`config.mk`:
```
export PLATFORM = sky130hd
export DESIGN_NAME = disk_drive_tag_sequencer
export DESIGN_NICKNAME = d
export VERILOG_FILES = /design/src/design/ddts_pkg.sv /design/src/design/disk_drive_tag_sequencer.sv
export SDC_FILE = /design/constraint.sdc
export NUM_CORES = 1
export LEC_CHECK = 0
export ABC_AREA = 0
export BUFFER_PORTS_ARGS = -buffer_cell sky130_fd_sc_hd__buf_2
export CORE_MARGIN = 4
export CORE_UTILIZATION = 24
export CTS_CLUSTER_DIAMETER = 80
export DETAILED_ROUTE_END_ITERATION = 8
export MAX_ROUTING_LAYER = met4
export SYNTH_ARGS = -nofsm -noshare
export SYNTH_HDL_FRONTEND = slang
export SYNTH_SLANG_ARGS = --single-unit
```
`constraint.sdc`:
```
create_clock -name clk -period 11 [get_ports clk]
set_input_delay 1.65 -clock clk [delete_from_list [all_inputs] [get_ports clk]]
set_output_delay 1.65 -clock clk [all_outputs]
set_load 0.05 [all_outputs]
```
`src/design/ddts_pkg.sv`:
```
// ----------------------------------------------------------------------------
// ddts_pkg: types and constants for the disk drive tag sequencer
// command and result word layouts, register indexes, reset values, codes
// ----------------------------------------------------------------------------
package ddts_pkg;

  // bus and job id sizes
  localparam int BUS_WIDTH   = 10;
  localparam int JOB_ID_BITS = 16;

  // field widths
  localparam int CMD_BITS     = 3;
  localparam int CYL_BITS     = 10;
  localparam int HEAD_BITS    = 3;
  localparam int ERR_BITS     = 2;
  localparam int ELAPSED_BITS = 20;
  localparam int CFG_IDX_BITS = 3;
  localparam int CFG_DATA_BITS = 20;

  // control bit placed on the bus by the return to zero strobe
  localparam int RTZ_BIT_POS = 6;

  // command codes
  localparam logic [CMD_BITS-1:0] CMD_TICK   = 3'd0;
  localparam logic [CMD_BITS-1:0] CMD_UNIT   = 3'd1;
  localparam logic [CMD_BITS-1:0] CMD_CYL    = 3'd2;
  localparam logic [CMD_BITS-1:0] CMD_HEAD   = 3'd3;
  localparam logic [CMD_BITS-1:0] CMD_RTZ    = 3'd4;
  localparam logic [CMD_BITS-1:0] CMD_CANCEL = 3'd5;

  // error codes
  localparam logic [ERR_BITS-1:0] ERR_NONE    = 2'd0;
  localparam logic [ERR_BITS-1:0] ERR_DRIVE   = 2'd1;
  localparam logic [ERR_BITS-1:0] ERR_TIMEOUT = 2'd2;

  // register indexes
  localparam logic [CFG_IDX_BITS-1:0] REG_STROBE_TICKS   = 3'd0;
  localparam logic [CFG_IDX_BITS-1:0] REG_RTZ_HOLD_TICKS = 3'd1;
  localparam logic [CFG_IDX_BITS-1:0] REG_HEAD_SETTLE    = 3'd2;
  localparam logic [CFG_IDX_BITS-1:0] REG_UNIT_TIMEOUT   = 3'd3;
  localparam logic [CFG_IDX_BITS-1:0] REG_ONCYL_TIMEOUT  = 3'd4;
  localparam logic [CFG_IDX_BITS-1:0] REG_SEEK_TIMEOUT   = 3'd5;

  // register reset values
  localparam logic [7:0]              RST_STROBE_TICKS   = 8'd2;
  localparam logic [15:0]             RST_RTZ_HOLD_TICKS = 16'd1000;
  localparam logic [15:0]             RST_HEAD_SETTLE    = 16'd40;
  localparam logic [ELAPSED_BITS-1:0] RST_UNIT_TIMEOUT   = 20'd100000;
  localparam logic [ELAPSED_BITS-1:0] RST_ONCYL_TIMEOUT  = 20'd50000;
  localparam logic [ELAPSED_BITS-1:0] RST_SEEK_TIMEOUT   = 20'd1000000;

  typedef struct packed {
    logic [CMD_BITS-1:0]  command;
    logic [CYL_BITS-1:0]  cylinder_number;
    logic [HEAD_BITS-1:0] head_number;
    logic                 fault_pin;
    logic                 seek_error_pin;
    logic                 unit_selected_pin;
    logic                 on_cylinder_pin;
    logic                 seek_end_pin;
  } cmd_word_t;

  typedef struct packed {
    logic [BUS_WIDTH-1:0]   bus_bits;
    logic                   unit_select_tag;
    logic                   tag_one;
    logic                   tag_two;
    logic                   tag_three;
    logic                   busy_res;
    logic [JOB_ID_BITS-1:0] job_number;
    logic [JOB_ID_BITS-1:0] completed_job;
    logic [JOB_ID_BITS-1:0] failed_job;
    logic [ERR_BITS-1:0]    error_status;
  } res_word_t;

endpackage

```
`src/design/disk_drive_tag_sequencer.sv`:
```
// ----------------------------------------------------------------------------
// disk_drive_tag_sequencer: tag and bus line sequencer for a disk drive
// runs select unit, cylinder, head and return to zero jobs on a 1 us tick
// ----------------------------------------------------------------------------
//
// channel | direction | handshake              | word
// --------+-----------+------------------------+--------------------------
// cmd     | in        | cmd_valid / cmd_stall  | cmd_word (tick or command)
// res     | out       | res_valid / res_stall  | res_word (lines and ids)
// cfg     | in        | cfg_valid / cfg_ready  | cfg_index, cfg_data
//
// the sequencer state steps at the edge a cmd word is accepted and the
// matching result word sits in the output register the next cycle. a new cmd
// word is taken every cycle unless the output register holds a word that is
// stalled. reset (rst, synchronous) clears the state, job ids and error, and
// loads the register defaults. cfg_ready is always high.
//
module disk_drive_tag_sequencer (
  input  logic                                 clk,
  input  logic                                 rst,
  input  logic                                 cmd_valid,
  output logic                                 cmd_stall,
  input  ddts_pkg::cmd_word_t                  cmd_word,
  output logic                                 res_valid,
  input  logic                                 res_stall,
  output ddts_pkg::res_word_t                  res_word,
  input  logic                                 cfg_valid,
  output logic                                 cfg_ready,
  input  logic [ddts_pkg::CFG_IDX_BITS-1:0]    cfg_index,
  input  logic [ddts_pkg::CFG_DATA_BITS-1:0]   cfg_data
);

  localparam int EW = ddts_pkg::ELAPSED_BITS;
  localparam int JW = ddts_pkg::JOB_ID_BITS;

  // sequencer phases
  localparam logic [2:0] PH_IDLE         = 3'd0;
  localparam logic [2:0] PH_STROBE       = 3'd1;
  localparam logic [2:0] PH_WAIT_UNIT    = 3'd2;
  localparam logic [2:0] PH_WAIT_OFFCYL  = 3'd3;
  localparam logic [2:0] PH_WAIT_SEEK    = 3'd4;
  localparam logic [2:0] PH_SETTLE       = 3'd5;
  localparam logic [2:0] PH_RTZ_HOLD     = 3'd6;
  localparam logic [2:0] PH_CLEAR_STROBE = 3'd7;

  localparam logic [EW-1:0] ELAPSED_MAX = {EW{1'b1}};

  // configuration registers
  logic [7:0]    strobe_ticks;
  logic [15:0]   rtz_hold_ticks;
  logic [15:0]   head_settle_ticks;
  logic [EW-1:0] unit_timeout;
  logic [EW-1:0] oncyl_drop_timeout;
  logic [EW-1:0] seek_timeout;

  // sequencer state
  logic [2:0]                        phase, phase_next;
  logic [ddts_pkg::CMD_BITS-1:0]     job_kind, job_kind_next;
  logic [EW-1:0]                     elapsed, elapsed_next;
  logic [ddts_pkg::CYL_BITS-1:0]     latched_cylinder, latched_cylinder_next;
  logic [ddts_pkg::HEAD_BITS-1:0]    latched_head, latched_head_next;
  logic [JW-1:0]                     job_counter, job_counter_next;
  logic [JW-1:0]                     done_id, done_id_next;
  logic [JW-1:0]                     fail_id, fail_id_next;
  logic [ddts_pkg::ERR_BITS-1:0]     last_error, last_error_next;

  logic                accept;
  logic                is_cmd;
  logic                drive_err;
  logic [EW-1:0]       elapsed_inc;
  logic [EW-1:0]       count_limit;
  logic                count_done;
  ddts_pkg::res_word_t result;

  // output register frees up when it is empty or being taken
  assign cmd_stall = res_valid & res_stall;
  assign accept    = cmd_valid & ~cmd_stall;
  assign cfg_ready = 1'b1;

  // configuration writes
  always_ff @(posedge clk) begin
    if (rst) begin
      strobe_ticks       <= ddts_pkg::RST_STROBE_TICKS;
      rtz_hold_ticks     <= ddts_pkg::RST_RTZ_HOLD_TICKS;
      head_settle_ticks  <= ddts_pkg::RST_HEAD_SETTLE;
      unit_timeout       <= ddts_pkg::RST_UNIT_TIMEOUT;
      oncyl_drop_timeout <= ddts_pkg::RST_ONCYL_TIMEOUT;
      seek_timeout       <= ddts_pkg::RST_SEEK_TIMEOUT;
    end else if (cfg_valid && cfg_ready) begin
      case (cfg_index)
        ddts_pkg::REG_STROBE_TICKS:   strobe_ticks       <= cfg_data[7:0];
        ddts_pkg::REG_RTZ_HOLD_TICKS: rtz_hold_ticks     <= cfg_data[15:0];
        ddts_pkg::REG_HEAD_SETTLE:    head_settle_ticks  <= cfg_data[15:0];
        ddts_pkg::REG_UNIT_TIMEOUT:   unit_timeout       <= cfg_data[EW-1:0];
        ddts_pkg::REG_ONCYL_TIMEOUT:  oncyl_drop_timeout <= cfg_data[EW-1:0];
        ddts_pkg::REG_SEEK_TIMEOUT:   seek_timeout       <= cfg_data[EW-1:0];
        default: ;
      endcase
    end
  end

  assign is_cmd = (cmd_word.command inside {[ddts_pkg::CMD_UNIT:ddts_pkg::CMD_CANCEL]});
  assign drive_err = cmd_word.fault_pin | cmd_word.seek_error_pin;

  // saturating count for fixed waits
  assign elapsed_inc = (elapsed == ELAPSED_MAX) ? elapsed : elapsed + 1'b1;

  // limit of the fixed wait in the current phase
  always_comb begin
    case (phase)
      PH_SETTLE:   count_limit = EW'(head_settle_ticks);
      PH_RTZ_HOLD: count_limit = EW'(rtz_hold_ticks);
      default:     count_limit = EW'(strobe_ticks);
    endcase
  end
  assign count_done = (elapsed_inc >= count_limit);

  // one sequencer step per accepted word
  always_comb begin
    phase_next            = phase;
    job_kind_next         = job_kind;
    elapsed_next          = elapsed;
    latched_cylinder_next = latched_cylinder;
    latched_head_next     = latched_head;
    job_counter_next      = job_counter;
    done_id_next          = done_id;
    fail_id_next          = fail_id;
    last_error_next       = last_error;

    if (is_cmd) begin
      // any command aborts the running job and starts a new one
      job_counter_next = job_counter + 1'b1;
      job_kind_next    = cmd_word.command;
      if (cmd_word.command == ddts_pkg::CMD_CYL) begin
        latched_cylinder_next = cmd_word.cylinder_number;
      end
      if (cmd_word.command == ddts_pkg::CMD_HEAD) begin
        latched_head_next = cmd_word.head_number;
      end
      phase_next   = PH_STROBE;
      elapsed_next = '0;
    end else begin
      case (phase)
        PH_STROBE: begin
          elapsed_next = elapsed_inc;
          if (count_done) begin
            elapsed_next = '0;
            case (job_kind)
              ddts_pkg::CMD_UNIT: phase_next = PH_WAIT_UNIT;
              ddts_pkg::CMD_CYL:  phase_next = PH_WAIT_OFFCYL;
              ddts_pkg::CMD_HEAD: phase_next = PH_SETTLE;
              default:            phase_next = PH_RTZ_HOLD;
            endcase
          end
        end
        PH_WAIT_UNIT, PH_WAIT_OFFCYL, PH_WAIT_SEEK: begin
          // match first, then drive error, then timeout
          if ((phase == PH_WAIT_UNIT && cmd_word.unit_selected_pin) ||
              (phase == PH_WAIT_OFFCYL && !cmd_word.on_cylinder_pin) ||
              (phase == PH_WAIT_SEEK && cmd_word.on_cylinder_pin &&
               cmd_word.seek_end_pin)) begin
            if (phase == PH_WAIT_OFFCYL) begin
              phase_next   = PH_WAIT_SEEK;
              elapsed_next = '0;
            end else begin
              done_id_next = job_counter;
              phase_next   = PH_IDLE;
            end
          end else if (drive_err) begin
            fail_id_next    = job_counter;
            last_error_next = ddts_pkg::ERR_DRIVE;
            phase_next      = PH_IDLE;
          end else if ((phase == PH_WAIT_UNIT && elapsed >= unit_timeout) ||
                       (phase == PH_WAIT_OFFCYL && elapsed >= oncyl_drop_timeout) ||
                       (phase == PH_WAIT_SEEK && elapsed >= seek_timeout)) begin
            fail_id_next    = job_counter;
            last_error_next = ddts_pkg::ERR_TIMEOUT;
            phase_next      = PH_IDLE;
          end else begin
            elapsed_next = elapsed + 1'b1;
          end
        end
        PH_SETTLE, PH_CLEAR_STROBE: begin
          elapsed_next = elapsed_inc;
          if (count_done) begin
            done_id_next = job_counter;
            phase_next   = PH_IDLE;
          end
        end
        PH_RTZ_HOLD: begin
          elapsed_next = elapsed_inc;
          if (count_done) begin
            // control clear strobe with an empty bus
            phase_next   = PH_CLEAR_STROBE;
            elapsed_next = '0;
          end
        end
        default: phase_next = PH_IDLE;
      endcase
    end
  end

  // lines and status after the step
  always_comb begin
    result                 = '0;
    result.busy_res        = (phase_next != PH_IDLE);
    result.job_number      = job_counter_next;
    result.completed_job   = done_id_next;
    result.failed_job      = fail_id_next;
    result.error_status    = last_error_next;
    if (phase_next == PH_STROBE) begin
      case (job_kind_next)
        ddts_pkg::CMD_UNIT: result.unit_select_tag = 1'b1;
        ddts_pkg::CMD_CYL: begin
          result.tag_one  = 1'b1;
          result.bus_bits = ddts_pkg::BUS_WIDTH'(latched_cylinder_next);
        end
        ddts_pkg::CMD_HEAD: begin
          result.tag_two  = 1'b1;
          result.bus_bits = ddts_pkg::BUS_WIDTH'(latched_head_next);
        end
        default: begin
          result.tag_three = 1'b1;
          result.bus_bits  = ddts_pkg::BUS_WIDTH'(1) << ddts_pkg::RTZ_BIT_POS;
        end
      endcase
    end else if (phase_next == PH_CLEAR_STROBE) begin
      result.tag_three = 1'b1;
    end
  end

  // state registers
  always_ff @(posedge clk) begin
    if (rst) begin
      phase            <= PH_IDLE;
      job_kind         <= '0;
      elapsed          <= '0;
      latched_cylinder <= '0;
      latched_head     <= '0;
      job_counter      <= '0;
      done_id          <= '0;
      fail_id          <= '0;
      last_error       <= ddts_pkg::ERR_NONE;
    end else if (accept) begin
      phase            <= phase_next;
      job_kind         <= job_kind_next;
      elapsed          <= elapsed_next;
      latched_cylinder <= latched_cylinder_next;
      latched_head     <= latched_head_next;
      job_counter      <= job_counter_next;
      done_id          <= done_id_next;
      fail_id          <= fail_id_next;
      last_error       <= last_error_next;
    end
  end

  // output register
  always_ff @(posedge clk) begin
    if (rst) begin
      res_valid <= 1'b0;
    end else if (accept) begin
      res_valid <= 1'b1;
    end else if (!res_stall) begin
      res_valid <= 1'b0;
    end
  end

  always_ff @(posedge clk) begin
    if (accept) begin
      res_word <= result;
    end
  end

  // at most one tag line at a time
  assert property (@(posedge clk) disable iff (rst)
    res_valid |-> $onehot0({res_word.unit_select_tag, res_word.tag_one,
                            res_word.tag_two, res_word.tag_three}))
    else $error("more than one tag line high");

  // tags only while a job runs
  assert property (@(posedge clk) disable iff (rst)
    (res_valid && !res_word.busy_res) |->
      (!res_word.unit_select_tag && !res_word.tag_one && !res_word.tag_two &&
       !res_word.tag_three && res_word.bus_bits == '0))
    else $error("tag or bus driven while idle");

  // a command starts a strobe under a new job id
  assert property (@(posedge clk) disable iff (rst)
    (accept && is_cmd) |=>
      (res_valid && res_word.busy_res && res_word.job_number == $past(job_counter) + 1'b1))
    else $error("command did not start a new job");

  // a stalled output word is not replaced
  assert property (@(posedge clk) disable iff (rst)
    cmd_stall |-> !accept)
    else $error("word accepted while output register is stalled");

endmodule

```
After elaboration in Yosys (flattened, before gate mapping)

Cells that the tools add are included.

$add $sub $neg: 2
Order comparisons: 6
Equal/unequal tests: 27
Mux-type cells: 49
Bitwise gates (word level): 4
Reduce and logical (&&, ||, !) cells: 27

Operator list:

| kind                                                                  | number |
|---|---|
| 16-bit 2-to-1 mux                                                     | 10 |
| 20-bit 2-to-1 mux                                                     | 7 |
| 20-bit >= comparator                                                  | 4 |
| 16-bit case mux with 2 select lines                                   | 2 |
| 20-bit case mux with 3 select lines                                   | 1 |
| 3-bit 2-to-1 mux                                                      | 11 |
| 3-bit by 2-bit equality test with 1-bit output, second input constant | 10 |
| 10-bit case mux with 3 select lines                                   | 1 |
| 3-bit equality test, second input constant                            | 7 |
| 20-bit by 1-bit adder with 20-bit output, second input constant       | 1 |
| 20-bit equality test, second input constant                           | 1 |
| 10-bit 2-to-1 mux                                                     | 2 |
| 16-bit by 1-bit adder with 16-bit output, second input constant       | 1 |
| 3-bit by 1-bit equality test with 1-bit output, second input constant | 5 |
| 4-bit inequality test, second input constant                          | 3 |
| 3-bit case mux with 4 select lines                                    | 1 |
| 2-bit AND reduction                                                   | 6 |
| 2-bit 2-to-1 mux                                                      | 5 |
| 3-bit case mux with 3 select lines                                    | 1 |
| 1-bit logical AND                                                     | 8 |
| 1-bit 2-to-1 mux                                                      | 8 |
| 3-bit OR reduction                                                    | 2 |
| 5-bit AND reduction                                                   | 1 |
| 1-bit logical OR                                                      | 4 |
| 11 further kinds                                                      | 13 |

Flip-flop bits (word level): 255
Bits of input ports: 49
Word-level logic and storage cells: 141

Logic depth before layout (Yosys ltp)

Depth after elaboration: 12
Depth in mapped cells: 20
Depth with buffers taken out: 17

Worst setup path after synthesis

OpenSTA, ideal clock, no wires.

Path kind: in2reg
From: input res_stall
To: register last_error[1] (netlist name)
Data arrival time: 4.518 ns
Data required time: 10.736 ns
Setup slack: 6.218 ns
Stages: 6
Path buffers: 2
Path through: nand2_1 > nand2_1 > inv_1 > clkbuf_1 > buf_1 > a221oi_1

Longest elaborated chain between the ends: 3

RTL lines:

| what                 | line                            | RTL |
|---|---|---|
| from (decl)          | disk_drive_tag_sequencer.sv:25  | `input logic res_stall,` |
| 1-bit AND            | disk_drive_tag_sequencer.sv:76  | `assign cmd_stall = res_valid & res_stall;` |
| 1-bit inverter       | disk_drive_tag_sequencer.sv:77  | `assign accept = cmd_valid & ~cmd_stall;` |
| 1-bit AND            | disk_drive_tag_sequencer.sv:77  |  |
| net accept           | disk_drive_tag_sequencer.sv:67  | `logic accept;` |
| to (signal assigned) | disk_drive_tag_sequencer.sv:243 | `last_error <= ddts_pkg::ERR_NONE;` |
| to (signal assigned) | disk_drive_tag_sequencer.sv:253 | `last_error <= last_error_next;` |
| to (decl)            | disk_drive_tag_sequencer.sv:65  | `logic [ddts_pkg::ERR_BITS-1:0] last_error, last_error_next;` |

The timed path passes the listed nets, and every way through them passes these cells.
A chain may end at the register's enable or synchronous reset.

Final worst setup path

From: register elapsed[1]
To: register res_word[32] (netlist name), data pin

Longest elaborated chain between the ends: 6

RTL lines:

| what                                                                                    | line                            | RTL |
|---|---|---|
| from (decl)                                                                             | disk_drive_tag_sequencer.sv:59  | `logic [EW-1:0] elapsed, elapsed_next;` |
| from (signal assigned)                                                                  | disk_drive_tag_sequencer.sv:247 | `elapsed <= elapsed_next;` |
| 20-bit by 1-bit adder with 20-bit output / 20-bit equality test (equally long branches) | disk_drive_tag_sequencer.sv:106 | `assign elapsed_inc = (elapsed == ELAPSED_MAX) ? elapsed : elapsed + 1'b1;` |
| 20-bit 2-to-1 mux (*)                                                                   | disk_drive_tag_sequencer.sv:106 |  |
| 20-bit >= comparator (*)                                                                | disk_drive_tag_sequencer.sv:116 | `assign count_done = (elapsed_inc >= count_limit);` |
| 16-bit 2-to-1 mux (*)                                                                   | disk_drive_tag_sequencer.sv:185 | `if (count_done) begin` |
| 16-bit case mux with 2 select lines (*)                                                 | disk_drive_tag_sequencer.sv:143 | `case (phase)` |
| 16-bit 2-to-1 mux (*)                                                                   | disk_drive_tag_sequencer.sv:130 | `if (is_cmd) begin` |
| net done_id_next[14]                                                                    | disk_drive_tag_sequencer.sv:63  | `logic [JW-1:0] done_id, done_id_next;` |
| to (signal assigned)                                                                    | disk_drive_tag_sequencer.sv:270 | `res_word <= result;` |
| to (decl)                                                                               | disk_drive_tag_sequencer.sv:26  | `output ddts_pkg::res_word_t res_word,` |

Mark *: on every way through the listed nets, which the timed path passes. The rest lies on a longest branch.

==> run summary <==
status: finished, final reports clean
Post-layout nets: 1695
top cells by area, synth: dfxtp_1, edfxtp_1, nand2_1
CP endpoint kind: flop
Crit. Startpoint: elapsed[1]$_SDFFE_PP0P_
H-tree depth: 1
TritonCTS clock tree: built
filler instances: 5732
Slew @ Worst Pin: 1160 ps
Critical Path Start Type: flop
gr ovfl total: 0
post-layout utilization of the core: 0.280
Yosys top cell by area: dfxtp_1
fraction of layout cells with a size suffix above 1: 0.131
Area growth, synth to finish: 14.9%
# IOs: 117
R2R depth: 16
Final Max Slew Viols: 0
Min-Delay Path Depth: 2
synthesis warning total: 0
R2R Setup Slk: 5740 ps
Starting DRT DRC Count: 726
most common cell in the netlist: nand2_1
Synth async-reset ratio: 0
Hold Crit Start: latched_cylinder[6]$_SDFFE_PP0P_
max_slew headroom: 0.224
top cell type's share of synthesized area: 0.288
die height: 243 um
number of synthesized flops with an enable pin: 65
Peak VDD IR: 0.000100 V
per-cell routed wire length: 15.7 um
post-synthesis sequential area ratio: 0.436
count of different cell masters after synthesis: 81
required time worst endpoint: 11310 ps
final wirelength: 35.9 mm
Arr. time, crit path: 5570 ps
Hold EP: latched_cylinder[6]$_SDFFE_PP0P_
Yosys reg bits: 255
Num CTS Buffers: 28
IO Port Bufs: 115
Period minus WS final: 5260 ps
area of the core: 54100 sq um
Post-CTS Repair Setup Buffers: 0
num rows: 85
Final Hold Vio Count: 0
final hold slack: 453 ps
DRC errors left: 0
Post-Layout Cell Count: 2290
post-route worst setup slack: 5740 ps
pin count of the biggest net entering global routing: 101
clk root buf: clkbuf_16
GRT Overall Usage: 0.122
Num Clock Sinks: 255
RSZ-0062 raised after global routing: no
Leak: 5.99 nW
crit-path max FO: 19
MaxCap Viol Count: 0
dpl cell area: 14300 sq um
Clock transition at path regs: 60 ps
placed instance count: 2234
Final period util: 0.478
Syn Nets: 1641
Clk Latency, worst-skew pair: 570 ps
CTS max path bufs: 3
CP Class: flop to flop
DRT Pass-1 Iters: 5
Initial Util: 0.244
global-route wire length before repair: 57.8 mm
R2R Path Start: elapsed[1]$_SDFFE_PP0P_
hold crit path type: flop to flop
Synth Cell Area: 13200 sq um
DIE WIDTH: 243 um
Pwr Density: 139 nW/um^2
dpl hpwl: 25.6 mm
via count: 10840
Mapped Cells: 1514
antenna-violating nets left: 0
syn_area_per_cell: 8.72 sq um
Vias per Instance: 4.73
die area: 58800 sq um
cell area after layout: 15200 sq um
FF-to-FF End: res_word[32]$_DFFE_PP_
dominant synthesized flop cell: dfxtp_1
post_cts resized: 0
Final Power: 2.11 mW
f_max: 190 MHz
initial antenna violation count: 6
hold buffers post-CTS: 0
vias in the first global route: 10439
final setup fails: 0
global placement routability congestion: 0.851
Post-Place Worst Slack: 5760 ps
Setup TNS Final: 0 ps
Synth top cells by count: nand2_1, dfxtp_1, a21oi_1
skew final: 30.6 ps
-- where the power goes --
group	total (mW)	switching, mW	internal [mW]
clock	0.892	0.383	0.509
sequential	1.01	0.0177	0.989
combinational	0.208	0.152	0.0557
-- critical path, cell delays in order, from the launching register on --
cell      delay, ps
dfxtp_1         490
ha_1            370
nand4_2         190
nor2_1          310
nand3_1         160
nor2_1          230
nand2_1         400
o21ai_0         220
ha_1            200
nor2_1           50
or3_1           360
o221ai_1        250
a211o_1         270
a211oi_4         90
o22a_2          310
nor2_2          700
mux2_1          410
-- per-layer routing --
metal	routed length, um	GRT usage	vias up
met5	0	-	-
met4	810	0.0306	0
met3	2770	0.0307	48
met2	15400	0.181	349
met1	16800	0.168	5087
li1	-	-	5356
-- flip-flops by register name, summed over array words and instances, names as in the netlist, 8 cells and up --
name,flops
strobe_ticks,8
done_id,16
seek_timeout,20
unit_timeout,20
elapsed,20
job_counter,16
latched_cylinder,10
res_word,65
head_settle_ticks,16
fail_id,16
oncyl_drop_timeout,20
rtz_hold_ticks,16
-- how the worst max path moves through the flow --
stage          cells after the start                    endpoint  slack [ps]
2_1_floorplan                      6  last_error[1]$_SDFFE_PP0P_        6220
3_3_place_gp                       9     fail_id[1]$_SDFFE_PP0P_        5840
3_5_place_dp                       9    fail_id[10]$_SDFFE_PP0P_        5760
4_1_cts                           16      res_word[32]$_DFFE_PP_        5790
5_1_grt                           17     done_id[1]$_SDFFE_PP0P_        5350
6_report                          16      res_word[32]$_DFFE_PP_        5740
-- cell type report --
class                      instances  area [sq um]  share of cell area
multi-input combinational       1087          6760               0.446
sequential                       255          5760               0.379
tap                              696           871              0.0574
clock buffer                      42           773              0.0510
timing repair buffer             121           623              0.0411
inverter                          75           283              0.0186
clock inverter                     7          87.6             0.00577
antenna                            7          17.5             0.00115
-- placed cells by master, fill, tap and decap left out, drive strengths merged, types with 36 or more instances in the layout --
cell type,instances
dfxtp,190
buf,121
a21oi,132
inv,74
o21ai,37
ha,78
mux2,36
nor2,113
nand2,320
edfxtp,65
mux2i,43
clkbuf,42
-- kinds of logic (layout without fill, tap and decap cells) --
logic type | Yosys count | count (layout) | synth area share
AOI/OAI and AO/OA | 279 | 279 | 0.132
xor gates and xnor gates | 43 | 43 | 0.0285
adders and majority gates | 78 | 78 | 0.0739
buffers and inverters | 172 | 245 | 0.0535
DFF | 255 | 255 | 0.436
muxes | 79 | 79 | 0.0633
other | 1 | 8 | 0.000284
and+or+nand+nor | 607 | 607 | 0.212
No activity file was read; power rests on OpenSTA's default activity.
